$ cat config.mk
export PLATFORM = sky130hd
export DESIGN_NAME = cigar_match_to_eq_x_rewriter
export DESIGN_NICKNAME = d
export VERILOG_FILES = /design/src/hw/rtl/cmeqx_pkg.sv /design/src/hw/rtl/cmeqx_queue.sv /design/src/hw/rtl/cmeqx_front.sv /design/src/hw/rtl/cmeqx_back.sv /design/src/hw/rtl/cigar_match_to_eq_x_rewriter.sv
export VERILOG_INCLUDE_DIRS = /design/src /design/src/hw/rtl
export SDC_FILE = /design/constraint.sdc
export NUM_CORES = 1
export LEC_CHECK = 0
export ABC_CLOCK_PERIOD_IN_PS = 5100
export BUFFER_PORTS_ARGS = -buffer_cell sky130_fd_sc_hd__buf_2
export CAP_MARGIN = 20
export CORE_UTILIZATION = 61
export DETAILED_ROUTE_END_ITERATION = 8
export PLACE_DENSITY_LB_ADDON = 0.08
export SLEW_MARGIN = 40
export SYNTH_ARGS = -nofsm -noshare
export SYNTH_HDL_FRONTEND = slang
export SYNTH_SLANG_ARGS = --single-unit
$ cat constraint.sdc
create_clock -name clk_i -period 5.1 [get_ports clk_i]
set_clock_uncertainty 0.1 [all_clocks]
set_input_delay 1.02 -clock clk_i [delete_from_list [all_inputs] [get_ports clk_i]]
set_output_delay 1.02 -clock clk_i [all_outputs]
set_load 0.02 [all_outputs]
$ cat src/hw/rtl/cigar_match_to_eq_x_rewriter_defines.svh
// assertion macros shared by the rewriter modules
// expects clk_i and rst_ni in the scope where a macro is used
`ifndef CIGAR_MATCH_TO_EQ_X_REWRITER_DEFINES_SVH
`define CIGAR_MATCH_TO_EQ_X_REWRITER_DEFINES_SVH

// same-cycle implication, disabled while in reset
`define CMEQX_ASSERT_IMP(lbl, ante, cons, msg) \
  lbl: assert property (@(posedge clk_i) disable iff (!rst_ni) (ante) |-> (cons)) \
    else $error(msg);

// next-cycle implication, disabled while in reset
`define CMEQX_ASSERT_NXT(lbl, ante, cons, msg) \
  lbl: assert property (@(posedge clk_i) disable iff (!rst_ni) (ante) |=> (cons)) \
    else $error(msg);

`endif

$ cat src/hw/rtl/cmeqx_pkg.sv
// shared op codes, constants and types of the cigar =/X rewriter
// no dependencies
package cmeqx_pkg;

  // cigar op codes
  localparam logic [3:0] OP_M  = 4'd0;
  localparam logic [3:0] OP_D  = 4'd2;
  localparam logic [3:0] OP_N  = 4'd3;
  localparam logic [3:0] OP_EQ = 4'd7;
  localparam logic [3:0] OP_X  = 4'd8;

  // ascii 'N' in the reference
  localparam logic [7:0] CHAR_N = 8'h4E;

  // result kinds
  localparam logic KIND_RUN  = 1'b0;
  localparam logic KIND_MASK = 1'b1;

  // mask byte geometry
  localparam int unsigned MASK_BITS = 8;
  localparam logic [2:0]  MASK_TOP  = 3'd7;

  // entries in the queue between front and back
  localparam int unsigned QUEUE_DEPTH = 4;

  // which results one column produced; emitted chg, end, then mask
  typedef struct packed {
    logic last;     // final result of the record
    logic msk_vld;  // mask byte
    logic end_vld;  // run closed by run or record end
    logic chg_vld;  // run closed by op change
  } cmeqx_flags_t;

endpackage

$ cat src/hw/rtl/cmeqx_queue.sv
// small register queue of result bundles between front and back
// depends on cmeqx_pkg for the depth
module cmeqx_queue
  import cmeqx_pkg::*;
#(
  parameter int unsigned WIDTH = 8
) (
  input  logic             clk_i,
  input  logic             rst_ni,
  input  logic             push_i,
  input  logic [WIDTH-1:0] wdata_i,
  output logic             full_o,
  input  logic             pop_i,
  output logic [WIDTH-1:0] rdata_o,
  output logic             empty_o
);

  `include "cigar_match_to_eq_x_rewriter_defines.svh"

  localparam int unsigned PtrW = $clog2(QUEUE_DEPTH);
  localparam int unsigned CntW = $clog2(QUEUE_DEPTH + 1);
  localparam logic [CntW-1:0] DepthC = CntW'(QUEUE_DEPTH);

  logic [WIDTH-1:0] mem_q [QUEUE_DEPTH];
  logic [PtrW-1:0]  wr_ptr_q, wr_ptr_d;
  logic [PtrW-1:0]  rd_ptr_q, rd_ptr_d;
  logic [CntW-1:0]  cnt_q, cnt_d;

  // pointer and fill count update
  always_comb begin
    wr_ptr_d = wr_ptr_q;
    rd_ptr_d = rd_ptr_q;
    cnt_d    = cnt_q;
    if (push_i) begin
      wr_ptr_d = (wr_ptr_q == PtrW'(QUEUE_DEPTH - 1)) ? '0 : wr_ptr_q + 1'b1;
    end
    if (pop_i) begin
      rd_ptr_d = (rd_ptr_q == PtrW'(QUEUE_DEPTH - 1)) ? '0 : rd_ptr_q + 1'b1;
    end
    if (push_i && !pop_i) begin
      cnt_d = cnt_q + 1'b1;
    end else if (pop_i && !push_i) begin
      cnt_d = cnt_q - 1'b1;
    end
  end

  always_ff @(posedge clk_i or negedge rst_ni) begin
    if (!rst_ni) begin
      wr_ptr_q <= '0;
      rd_ptr_q <= '0;
      cnt_q    <= '0;
    end else begin
      wr_ptr_q <= wr_ptr_d;
      rd_ptr_q <= rd_ptr_d;
      cnt_q    <= cnt_d;
    end
  end

  // storage, no reset needed
  always_ff @(posedge clk_i) begin
    if (push_i) begin
      mem_q[wr_ptr_q] <= wdata_i;
    end
  end

  assign rdata_o = mem_q[rd_ptr_q];
  assign full_o  = (cnt_q == DepthC);
  assign empty_o = (cnt_q == '0);

  `CMEQX_ASSERT_IMP(a_no_overflow, push_i, !full_o || pop_i, "queue written while full")
  `CMEQX_ASSERT_IMP(a_no_underflow, pop_i, !empty_o, "queue read while empty")
  `CMEQX_ASSERT_IMP(a_cnt_range, 1'b1, cnt_q <= DepthC, "queue fill count out of range")

endmodule

$ cat src/hw/rtl/cmeqx_front.sv
// front end: classifies each column, tracks the open run and the n-mask,
// and hands a bundle of up to three results to the queue; uses cmeqx_pkg
module cmeqx_front
  import cmeqx_pkg::*;
#(
  parameter int unsigned RUN_COUNT_BITS = 28
) (
  input  logic                      clk_i,
  input  logic                      rst_ni,
  input  logic                      accept_i,
  input  logic [3:0]                op_i,
  input  logic [7:0]                query_base_i,
  input  logic [7:0]                ref_base_i,
  input  logic                      run_end_i,
  input  logic                      record_end_i,
  output logic                      push_o,
  output cmeqx_flags_t              flags_o,
  output logic [3:0]                chg_op_o,
  output logic [RUN_COUNT_BITS-1:0] chg_cnt_o,
  output logic [3:0]                end_op_o,
  output logic [RUN_COUNT_BITS-1:0] end_cnt_o,
  output logic [7:0]                mask_byte_o
);

  `include "cigar_match_to_eq_x_rewriter_defines.svh"

  localparam logic [RUN_COUNT_BITS-1:0] CountMax = '1;

  logic [3:0]                cur_op_q, cur_op_d;
  logic [RUN_COUNT_BITS-1:0] cnt_q, cnt_d;
  logic [MASK_BITS-1:0]      acc_q, acc_d;
  logic [2:0]                pos_q, pos_d;
  logic                      pend_q, pend_d;

  logic [3:0]                eop;
  logic                      cons_ref;
  logic                      chg;
  logic                      close_end;
  logic [RUN_COUNT_BITS-1:0] base_cnt;
  logic [RUN_COUNT_BITS-1:0] new_cnt;
  logic [MASK_BITS-1:0]      acc_next;
  logic                      byte_full;
  logic                      msk_vld;

  // op mapping and reference use
  always_comb begin
    if (op_i == OP_M) begin
      eop = (query_base_i == ref_base_i) ? OP_EQ : OP_X;
    end else begin
      eop = op_i;
    end
    cons_ref = (op_i == OP_M) || (op_i == OP_D) || (op_i == OP_N) ||
               (op_i == OP_EQ) || (op_i == OP_X);
  end

  // run tracking: close on op change, extend/start, run/record end closes
  always_comb begin
    chg       = (cnt_q != '0) && (cur_op_q != eop);
    base_cnt  = chg ? '0 : cnt_q;
    if (base_cnt == '0) begin
      new_cnt = {{(RUN_COUNT_BITS-1){1'b0}}, 1'b1};
    end else if (base_cnt != CountMax) begin
      new_cnt = base_cnt + 1'b1;
    end else begin
      new_cnt = base_cnt;
    end
    close_end = run_end_i || record_end_i;
    if (close_end) begin
      cur_op_d = '0;
      cnt_d    = '0;
    end else begin
      cur_op_d = eop;
      cnt_d    = new_cnt;
    end
  end

  // n-mask: one bit per reference column, full byte or record end emits
  always_comb begin
    acc_next = acc_q;
    if (cons_ref && (ref_base_i == CHAR_N)) begin
      acc_next = acc_q | (MASK_BITS'(1) << pos_q);
    end
    byte_full = cons_ref && (pos_q == MASK_TOP);
    msk_vld   = byte_full || (record_end_i && (cons_ref || pend_q));
    acc_d     = acc_q;
    pos_d     = pos_q;
    pend_d    = pend_q;
    if (byte_full || record_end_i) begin
      acc_d  = '0;
      pos_d  = '0;
      pend_d = 1'b0;
    end else if (cons_ref) begin
      acc_d  = acc_next;
      pos_d  = pos_q + 1'b1;
      pend_d = 1'b1;
    end
  end

  always_ff @(posedge clk_i or negedge rst_ni) begin
    if (!rst_ni) begin
      cur_op_q <= '0;
      cnt_q    <= '0;
      acc_q    <= '0;
      pos_q    <= '0;
      pend_q   <= 1'b0;
    end else if (accept_i) begin
      cur_op_q <= cur_op_d;
      cnt_q    <= cnt_d;
      acc_q    <= acc_d;
      pos_q    <= pos_d;
      pend_q   <= pend_d;
    end
  end

  // result bundle
  always_comb begin
    flags_o.chg_vld = chg;
    flags_o.end_vld = close_end;
    flags_o.msk_vld = msk_vld;
    flags_o.last    = record_end_i;
    chg_op_o        = cur_op_q;
    chg_cnt_o       = cnt_q;
    end_op_o        = eop;
    end_cnt_o       = new_cnt;
    mask_byte_o     = acc_next;
    push_o          = accept_i && (chg || close_end || msk_vld);
  end

  `CMEQX_ASSERT_NXT(a_rec_clears, accept_i && record_end_i,
                    (cnt_q == '0) && (pos_q == '0) && !pend_q && (acc_q == '0),
                    "record end left state behind")
  `CMEQX_ASSERT_NXT(a_run_stays_open, accept_i && !record_end_i && !run_end_i,
                    cnt_q != '0, "open run lost without run end")
  `CMEQX_ASSERT_IMP(a_pend_pos, 1'b1, (pos_q == '0) || pend_q,
                    "mask bits counted without pending flag")

endmodule

$ cat src/hw/rtl/cmeqx_back.sv
// back end: walks queue head results one per cycle, unless the output
// stalls, into the output register; uses cmeqx_pkg for flags and kinds
module cmeqx_back
  import cmeqx_pkg::*;
#(
  parameter int unsigned RUN_COUNT_BITS = 28
) (
  input  logic                      clk_i,
  input  logic                      rst_ni,
  input  logic                      empty_i,
  input  cmeqx_flags_t              flags_i,
  input  logic [3:0]                chg_op_i,
  input  logic [RUN_COUNT_BITS-1:0] chg_cnt_i,
  input  logic [3:0]                end_op_i,
  input  logic [RUN_COUNT_BITS-1:0] end_cnt_i,
  input  logic [7:0]                mask_byte_i,
  output logic                      pop_o,
  output logic                      out_valid_o,
  input  logic                      out_ready_i,
  output logic                      kind_o,
  output logic [3:0]                out_op_o,
  output logic [RUN_COUNT_BITS-1:0] run_count_o,
  output logic [7:0]                mask_byte_o,
  output logic                      last_o
);

  `include "cigar_match_to_eq_x_rewriter_defines.svh"

  // bit order {mask, end run, change run}
  logic [2:0] done_q, done_d;
  logic [2:0] rem;
  logic [2:0] sel;
  logic [2:0] after;
  logic       fin;
  logic       take;

  logic                      valid_q, valid_d;
  logic                      kind_q, kind_d;
  logic [3:0]                op_q, op_d;
  logic [RUN_COUNT_BITS-1:0] cnt_q, cnt_d;
  logic [7:0]                mb_q, mb_d;
  logic                      last_q, last_d;

  // pick the next unsent result of the head bundle
  always_comb begin
    rem = {flags_i.msk_vld, flags_i.end_vld, flags_i.chg_vld} & ~done_q;
    if (rem[0]) begin
      sel = 3'b001;
    end else if (rem[1]) begin
      sel = 3'b010;
    end else begin
      sel = 3'b100;
    end
    after = rem & ~sel;
    fin   = (after == '0);
    take  = !empty_i && (!valid_q || out_ready_i);
    pop_o = take && fin;
    if (take) begin
      done_d = fin ? '0 : (done_q | sel);
    end else begin
      done_d = done_q;
    end
  end

  // output register load
  always_comb begin
    valid_d = valid_q;
    kind_d  = kind_q;
    op_d    = op_q;
    cnt_d   = cnt_q;
    mb_d    = mb_q;
    last_d  = last_q;
    if (take) begin
      valid_d = 1'b1;
      last_d  = flags_i.last && fin;
      if (sel[0]) begin
        kind_d = KIND_RUN;
        op_d   = chg_op_i;
        cnt_d  = chg_cnt_i;
        mb_d   = '0;
      end else if (sel[1]) begin
        kind_d = KIND_RUN;
        op_d   = end_op_i;
        cnt_d  = end_cnt_i;
        mb_d   = '0;
      end else begin
        kind_d = KIND_MASK;
        op_d   = '0;
        cnt_d  = '0;
        mb_d   = mask_byte_i;
      end
    end else if (out_ready_i) begin
      valid_d = 1'b0;
    end
  end

  always_ff @(posedge clk_i or negedge rst_ni) begin
    if (!rst_ni) begin
      done_q  <= '0;
      valid_q <= 1'b0;
    end else begin
      done_q  <= done_d;
      valid_q <= valid_d;
    end
  end

  always_ff @(posedge clk_i) begin
    kind_q <= kind_d;
    op_q   <= op_d;
    cnt_q  <= cnt_d;
    mb_q   <= mb_d;
    last_q <= last_d;
  end

  assign out_valid_o = valid_q;
  assign kind_o      = kind_q;
  assign out_op_o    = op_q;
  assign run_count_o = cnt_q;
  assign mask_byte_o = mb_q;
  assign last_o      = last_q;

  `CMEQX_ASSERT_IMP(a_head_has_work, !empty_i, rem != '0,
                    "queue head with no result left to send")
  `CMEQX_ASSERT_IMP(a_mask_fields, valid_q && (kind_q == KIND_MASK),
                    (op_q == '0) && (cnt_q == '0), "mask byte carries run fields")
  `CMEQX_ASSERT_IMP(a_run_nonzero, valid_q && (kind_q == KIND_RUN),
                    (cnt_q != '0) && (mb_q == '0), "run result with zero length")

endmodule

$ cat src/hw/rtl/cigar_match_to_eq_x_rewriter.sv
// Cigar M-to-=/X rewriter with reference N-mask. Takes one alignment column
// per input transaction and gives run results (op, length) and N-mask bytes.
// A column is accepted in every cycle while the four-entry result queue has
// room; each column queues a bundle of zero to three results, and the back end
// sends one result per cycle while the output is ready, so the sustained rate
// is one column per cycle as long as columns average at most one result each
// (an op change together with a run end and a full mask byte gives three results).
// Results pass through the queue and the output register. No reset sweep is needed.
// depends on cmeqx_pkg, cmeqx_front, cmeqx_queue and cmeqx_back
module cigar_match_to_eq_x_rewriter
  import cmeqx_pkg::*;
#(
  parameter int unsigned RUN_COUNT_BITS = 28
) (
  input  logic clk_i,
  input  logic rst_ni,
  // input columns
  input  logic        s_axis_tvalid_i,
  output logic        s_axis_tready_o,
  input  logic [23:0] s_axis_tdata_i,   // op[3:0], query_base[11:4], ref_base[19:12]
  input  logic        s_axis_tuser_i,   // run_end
  input  logic        s_axis_tlast_i,   // record_end
  // results
  output logic        m_axis_tvalid_o,
  input  logic        m_axis_tready_i,
  output logic [((RUN_COUNT_BITS+12+7)/8)*8-1:0] m_axis_tdata_o, // out_op, run_count, mask_byte
  output logic        m_axis_tuser_o,   // kind
  output logic        m_axis_tlast_o    // last
);

  localparam int unsigned OutW    = ((RUN_COUNT_BITS + 12 + 7) / 8) * 8;
  localparam int unsigned BundleW = $bits(cmeqx_flags_t) + 2 * (4 + RUN_COUNT_BITS) + 8;

  logic                      accept;
  logic                      push;
  logic                      full;
  logic                      pop;
  logic                      empty;
  cmeqx_flags_t              f_flags;
  logic [3:0]                f_chg_op;
  logic [RUN_COUNT_BITS-1:0] f_chg_cnt;
  logic [3:0]                f_end_op;
  logic [RUN_COUNT_BITS-1:0] f_end_cnt;
  logic [7:0]                f_mask;
  logic [BundleW-1:0]        wdata;
  logic [BundleW-1:0]        rdata;
  cmeqx_flags_t              b_flags;
  logic [3:0]                b_chg_op;
  logic [RUN_COUNT_BITS-1:0] b_chg_cnt;
  logic [3:0]                b_end_op;
  logic [RUN_COUNT_BITS-1:0] b_end_cnt;
  logic [7:0]                b_mask;
  logic [3:0]                out_op;
  logic [RUN_COUNT_BITS-1:0] run_count;
  logic [7:0]                mask_byte;

  assign s_axis_tready_o = !full;
  assign accept          = s_axis_tvalid_i && !full;

  cmeqx_front #(
    .RUN_COUNT_BITS(RUN_COUNT_BITS)
  ) u_front (
    .clk_i        (clk_i),
    .rst_ni       (rst_ni),
    .accept_i     (accept),
    .op_i         (s_axis_tdata_i[3:0]),
    .query_base_i (s_axis_tdata_i[11:4]),
    .ref_base_i   (s_axis_tdata_i[19:12]),
    .run_end_i    (s_axis_tuser_i),
    .record_end_i (s_axis_tlast_i),
    .push_o       (push),
    .flags_o      (f_flags),
    .chg_op_o     (f_chg_op),
    .chg_cnt_o    (f_chg_cnt),
    .end_op_o     (f_end_op),
    .end_cnt_o    (f_end_cnt),
    .mask_byte_o  (f_mask)
  );

  // pack the bundle for the queue
  assign wdata = {f_flags, f_mask, f_end_cnt, f_end_op, f_chg_cnt, f_chg_op};

  cmeqx_queue #(
    .WIDTH(BundleW)
  ) u_queue (
    .clk_i   (clk_i),
    .rst_ni  (rst_ni),
    .push_i  (push),
    .wdata_i (wdata),
    .full_o  (full),
    .pop_i   (pop),
    .rdata_o (rdata),
    .empty_o (empty)
  );

  assign {b_flags, b_mask, b_end_cnt, b_end_op, b_chg_cnt, b_chg_op} = rdata;

  cmeqx_back #(
    .RUN_COUNT_BITS(RUN_COUNT_BITS)
  ) u_back (
    .clk_i       (clk_i),
    .rst_ni      (rst_ni),
    .empty_i     (empty),
    .flags_i     (b_flags),
    .chg_op_i    (b_chg_op),
    .chg_cnt_i   (b_chg_cnt),
    .end_op_i    (b_end_op),
    .end_cnt_i   (b_end_cnt),
    .mask_byte_i (b_mask),
    .pop_o       (pop),
    .out_valid_o (m_axis_tvalid_o),
    .out_ready_i (m_axis_tready_i),
    .kind_o      (m_axis_tuser_o),
    .out_op_o    (out_op),
    .run_count_o (run_count),
    .mask_byte_o (mask_byte),
    .last_o      (m_axis_tlast_o)
  );

  // output payload, zero filled to whole bytes
  assign m_axis_tdata_o = OutW'({mask_byte, run_count, out_op});

endmodule
==> results by group <==
Outcome
  • Outcome: completed

Routing
  • Via density per instance: about 6.2
  • DRC violation count after routing: 0
  • Antenna viol nets, final: 0
  • Detail-routed net length per standard cell: approximately 22 microns
  • Number of DRC markers in iteration 0: between 700 and 800
  • Pre-antenna DRT Iters: 5
  • Wirelength, routed: 32200 microns
  • Total number of vias: between 9000 and 10000

Synth
  • Number of nets produced by synthesis: around 1000
  • FF+latch count, synth: approximately 400
  • Simple-gate share of the synthesized area: approximately 7.6%
  • Sequential share of the synthesized area: between 70% and 80%
  • Share of flip-flops with an asynchronous set or reset: 13.7%
  • Number of enable flip-flop cells after synthesis: ~350
  • Share of the synthesized area in compound gates (AO/OA/AOI/OAI): approximately 6.3%
  • Cell count after synthesis: 987
  • Main combinational cell family by area after synthesis: multiplexers
  • Count of different cell masters after synthesis: 68
  • Synthesis Warnings: 0
  • Post-synth design cell area: roughly 17000 sq um
  • Mean cell area of the mapped netlist: about 17 sq um
  • Adder-cell share of the synthesized area: under 10%
  • Portion of netlist area occupied by mux cells: between 10% and 20%
  • Top FF cell, synth: sky130_fd_sc_hd__edfxtp_1
  • Post-synthesis xor/xnor area fraction: under 10%

Run
  • Max-cap viol count: 0

Global routing
  • Vias in the first global route: 9102
  • Antenna violations before repair: 0
  • Global route overflow: 0
  • Global-route usage over all layers: 23.8%
  • First-pass GRT wire length: 50600 microns
  • Maximum number of pins on one net before global-route repair: 61

Critical path
  • Path type of the worst setup path: in2reg
  • Required time reported for the critical path endpoint: between 5 and 6 ns
  • Kind of launch point of the worst setup path: primary input
  • Reg-to-Reg Start: u_front.chg_op_o[2]$_DFFE_PN0P_
  • Maximum fanout along the worst path: 9
  • Worst Setup SP: s_axis_tdata_i[0]
  • Worst setup EP type: flop
  • Signal arrival time at the worst endpoint: 4.45 ns

STA
  • Tcrit/Tclk final: a little over four fifths
  • Worst-margin pin slew: 0.740 ns
  • Number of setup violations in the final report: 0
  • Upper clock frequency limit: ~230 MHz
  • Final-report max-slew violation count: 0
  • Clock period minus final worst setup slack: 4.27 ns
  • Worst slew slack as a fraction of its limit: approximately 50%
  • Final hold vios: 0
  • Worst Hold Margin: around 0.33 ns
  • Summed negative setup slack over all endpoints: 0 ns
  • Unrepaired setup endpoints after global routing: no

Final layout
  • Synthesis-to-layout area growth: 13.5%
  • Diode count: 0
  • Fraction of layout cells with a size suffix above 1: approximately 23%
  • Filler Cell Count: 1760
  • Count of nets after finishing: 1130
  • Post-route design area: 18900 sq um
  • Finished Layout Cells: 1456

Floorplan
  • Initial core utilization: between 60 and 70%
  • Core outline area: 26900 sq um
  • Floorplan row count: 60
  • Full die area: 28000 sq um
  • Horizontal extent of the die: between 150 and 200 microns
  • Die outline height: between 150 and 200 microns
  • Number of primary I/O pins: 74

Clock network
  • Post-CTS resize count: 0
  • Number of buffers added by the clock tree synthesis step: 41
  • Clock network latency to the later pin of the worst-skew pair: 0.52 ns
  • Setup repair bufs after CTS: 0
  • Clock transition time at the flip-flop clock pins of the worst setup and hold paths: 0.06 ns
  • Hold bufs inserted after CTS: 0
  • CTS sink count: between 400 and 500
  • Number of H-tree levels: 2
  • Longest Clk Path Bufs: 3
  • TritonCTS clock tree: yes
  • Clk root buf: sky130_fd_sc_hd__clkbuf_16

Power and ir drop
  • PwrDens: about 550 nW/um^2
  • Cell leakage power: slightly below 0.007 uW
  • Maximum vdd drop: around 0.00036 V

Hold path
  • Hold WC Path Type: in2async

Placement
  • Estimated wirelength of the detail-placed design: about 19000 microns
  • Count of buffers from port buffering: between 60 and 70
  • Placed Cells incl. Taps: 1382
  • RD Place Congestion: ~0.86
  • Placed cell area: 17600 sq um
-- cells by family after synthesis --
group,count (synthesis)
xor+xnor,36
mux,80
simple gates,240
buf+inv,74
compound gates,141
fa+ha+maj,15
flops,401
-- power by group --
part           internal, uW  switching, uW  total, uW
combinational          1180           1630       2810
clock                  1790           1150       2940
sequential             4390            224       4610
-- layer usage --
| metal | routed length, microns | part of all wire [%] | track usage, % | vias up |
|---|---|---|---|---|
| li1 | - | - | - | 4106 |
| met4 | 600 | 1.9 | 6.90 | 0 |
| met2 | 16200 | 50 | 39.7 | 290 |
| met5 | 0 | 0 | 0 | - |
| met3 | 1620 | 5.0 | 3.40 | 40 |
| met1 | 13800 | 43 | 33.1 | 4599 |
-- critical path, cell delays in order --
cell and delay [ns]:
sky130_fd_sc_hd__buf_2 0.17, sky130_fd_sc_hd__nor4_4 0.33, sky130_fd_sc_hd__a22o_1 0.18, sky130_fd_sc_hd__a22oi_1 0.10, sky130_fd_sc_hd__or3_1 0.44, sky130_fd_sc_hd__nand2_4 0.09
sky130_fd_sc_hd__nand2_1 0.09, sky130_fd_sc_hd__inv_1 0.08, sky130_fd_sc_hd__ha_1 0.18, sky130_fd_sc_hd__and4_1 0.22, sky130_fd_sc_hd__nand3_1 0.20, sky130_fd_sc_hd__nor2_1 0.24
sky130_fd_sc_hd__nand2_1 0.12, sky130_fd_sc_hd__a211o_1 0.38, sky130_fd_sc_hd__nand4_1 0.19, sky130_fd_sc_hd__xor2_1 0.16, sky130_fd_sc_hd__nor3_1 0.07, sky130_fd_sc_hd__buf_4 0.18
-- registers in the layout, indices dropped and copies added, names as in the netlist, 3 cells and up --
signal,count
u_front.acc_q,8
u_back.run_count_o,28
u_back.out_op_o,4
u_front.chg_op_o,4
u_queue.cnt_q,3
u_front.pos_q,3
u_back.done_q,3
u_queue.mem_q,304
u_back.mask_byte_o,8
u_front.chg_cnt_o,28
-- path summary, 6_finish.rpt --
kind	cells past startpoint	slack, ns	to
hold reg to reg	2	0.38	u_front.pend_q$_DFFE_PN0P_
min in group clk_i	2	0.38	u_front.pend_q$_DFFE_PN0P_
setup reg to reg	17	1.05	u_queue.mem_q[0][40]$_DFFE_PP_
max in group asynchronous	2	3.82	u_front.chg_cnt_o[11]$_DFFE_PN0P_
hold / removal	1	0.33	u_front.chg_op_o[0]$_DFFE_PN0P_
setup / recovery	18	0.83	u_queue.mem_q[0][40]$_DFFE_PP_
-- stage by stage --
stage / utilization, % / setup slack, ns / total power, uW
3_3_place_gp: 65.3 / 0.400 / 7450
5_1_grt: 70.4 / 0.577 / 10800
4_1_cts: 70.2 / 0.875 / 10500
6_report: 70.4 / 0.826 / 10400
2_1_floorplan: - / 0.241 / 6630
3_5_place_dp: 65.3 / 0.331 / 7520
-- synthesized netlist by cell type (all sizes together) (2+ instances only) --
cell	instances	share of area (%)
o211ai	8	0.36
xor2	21	1.1
xnor2	15	0.79
nand2	69	1.6
o31ai	3	0.14
dfrtp	55	8.3
o21ai	21	0.63
edfxtp	346	62
mux2	2	0.14
ha	14	1.1
or3	10	0.44
a22o	39	2.1
o21a	3	0.14
and3	14	0.53
nand2b	5	0.19
nand3	29	0.90
a211o	4	0.21
a21boi	4	0.25
nor4	13	0.65
mux4	76	10
or2	3	0.11
mux2i	2	0.12
or4	7	0.32
o31a	3	0.16
nand3b	2	0.090
inv	27	0.61
and2	11	0.41
a21o	12	0.54
nand4	9	0.34
clkbuf	34	0.77
and4	3	0.16
nor3	12	0.39
o311ai	7	0.37
nor2	40	0.90
buf	13	0.49
a21oi	24	0.72
nor2b	9	0.34
-- final cells by class --
type                    count  area, sq um  area share, %
flip-flops and latches    401        11800           62.3
multi-input cells         512         4620           24.4
clock buffers              64         1140           6.04
repair buffers            102          666           3.52
well taps                 341          427           2.26
clock inverters             9          178          0.940
inverters                  27          101          0.536
-- cells in the final DEF (no fill, tap or decap), drive strengths merged, types with 3 or more instances in the layout --
master,n
and3,14
a211o,4
nand2b,5
or4,7
a21oi,24
o21a,3
o21ai,21
inv,27
bufinv,5
o31a,3
o311ai,7
o31ai,3
xnor2,15
and4,3
o211ai,8
nand2,69
and2,11
or2,3
ha,14
or3,10
nand3,29
clkbuf,64
edfxtp,346
a21o,12
nor2,40
nor2b,9
nor4,13
dfrtp,55
xor2,21
a21boi,4
mux4,76
nand4,9
nor3,12
buf,102
a22o,39
No activity file was read; power rests on OpenSTA's default activity.
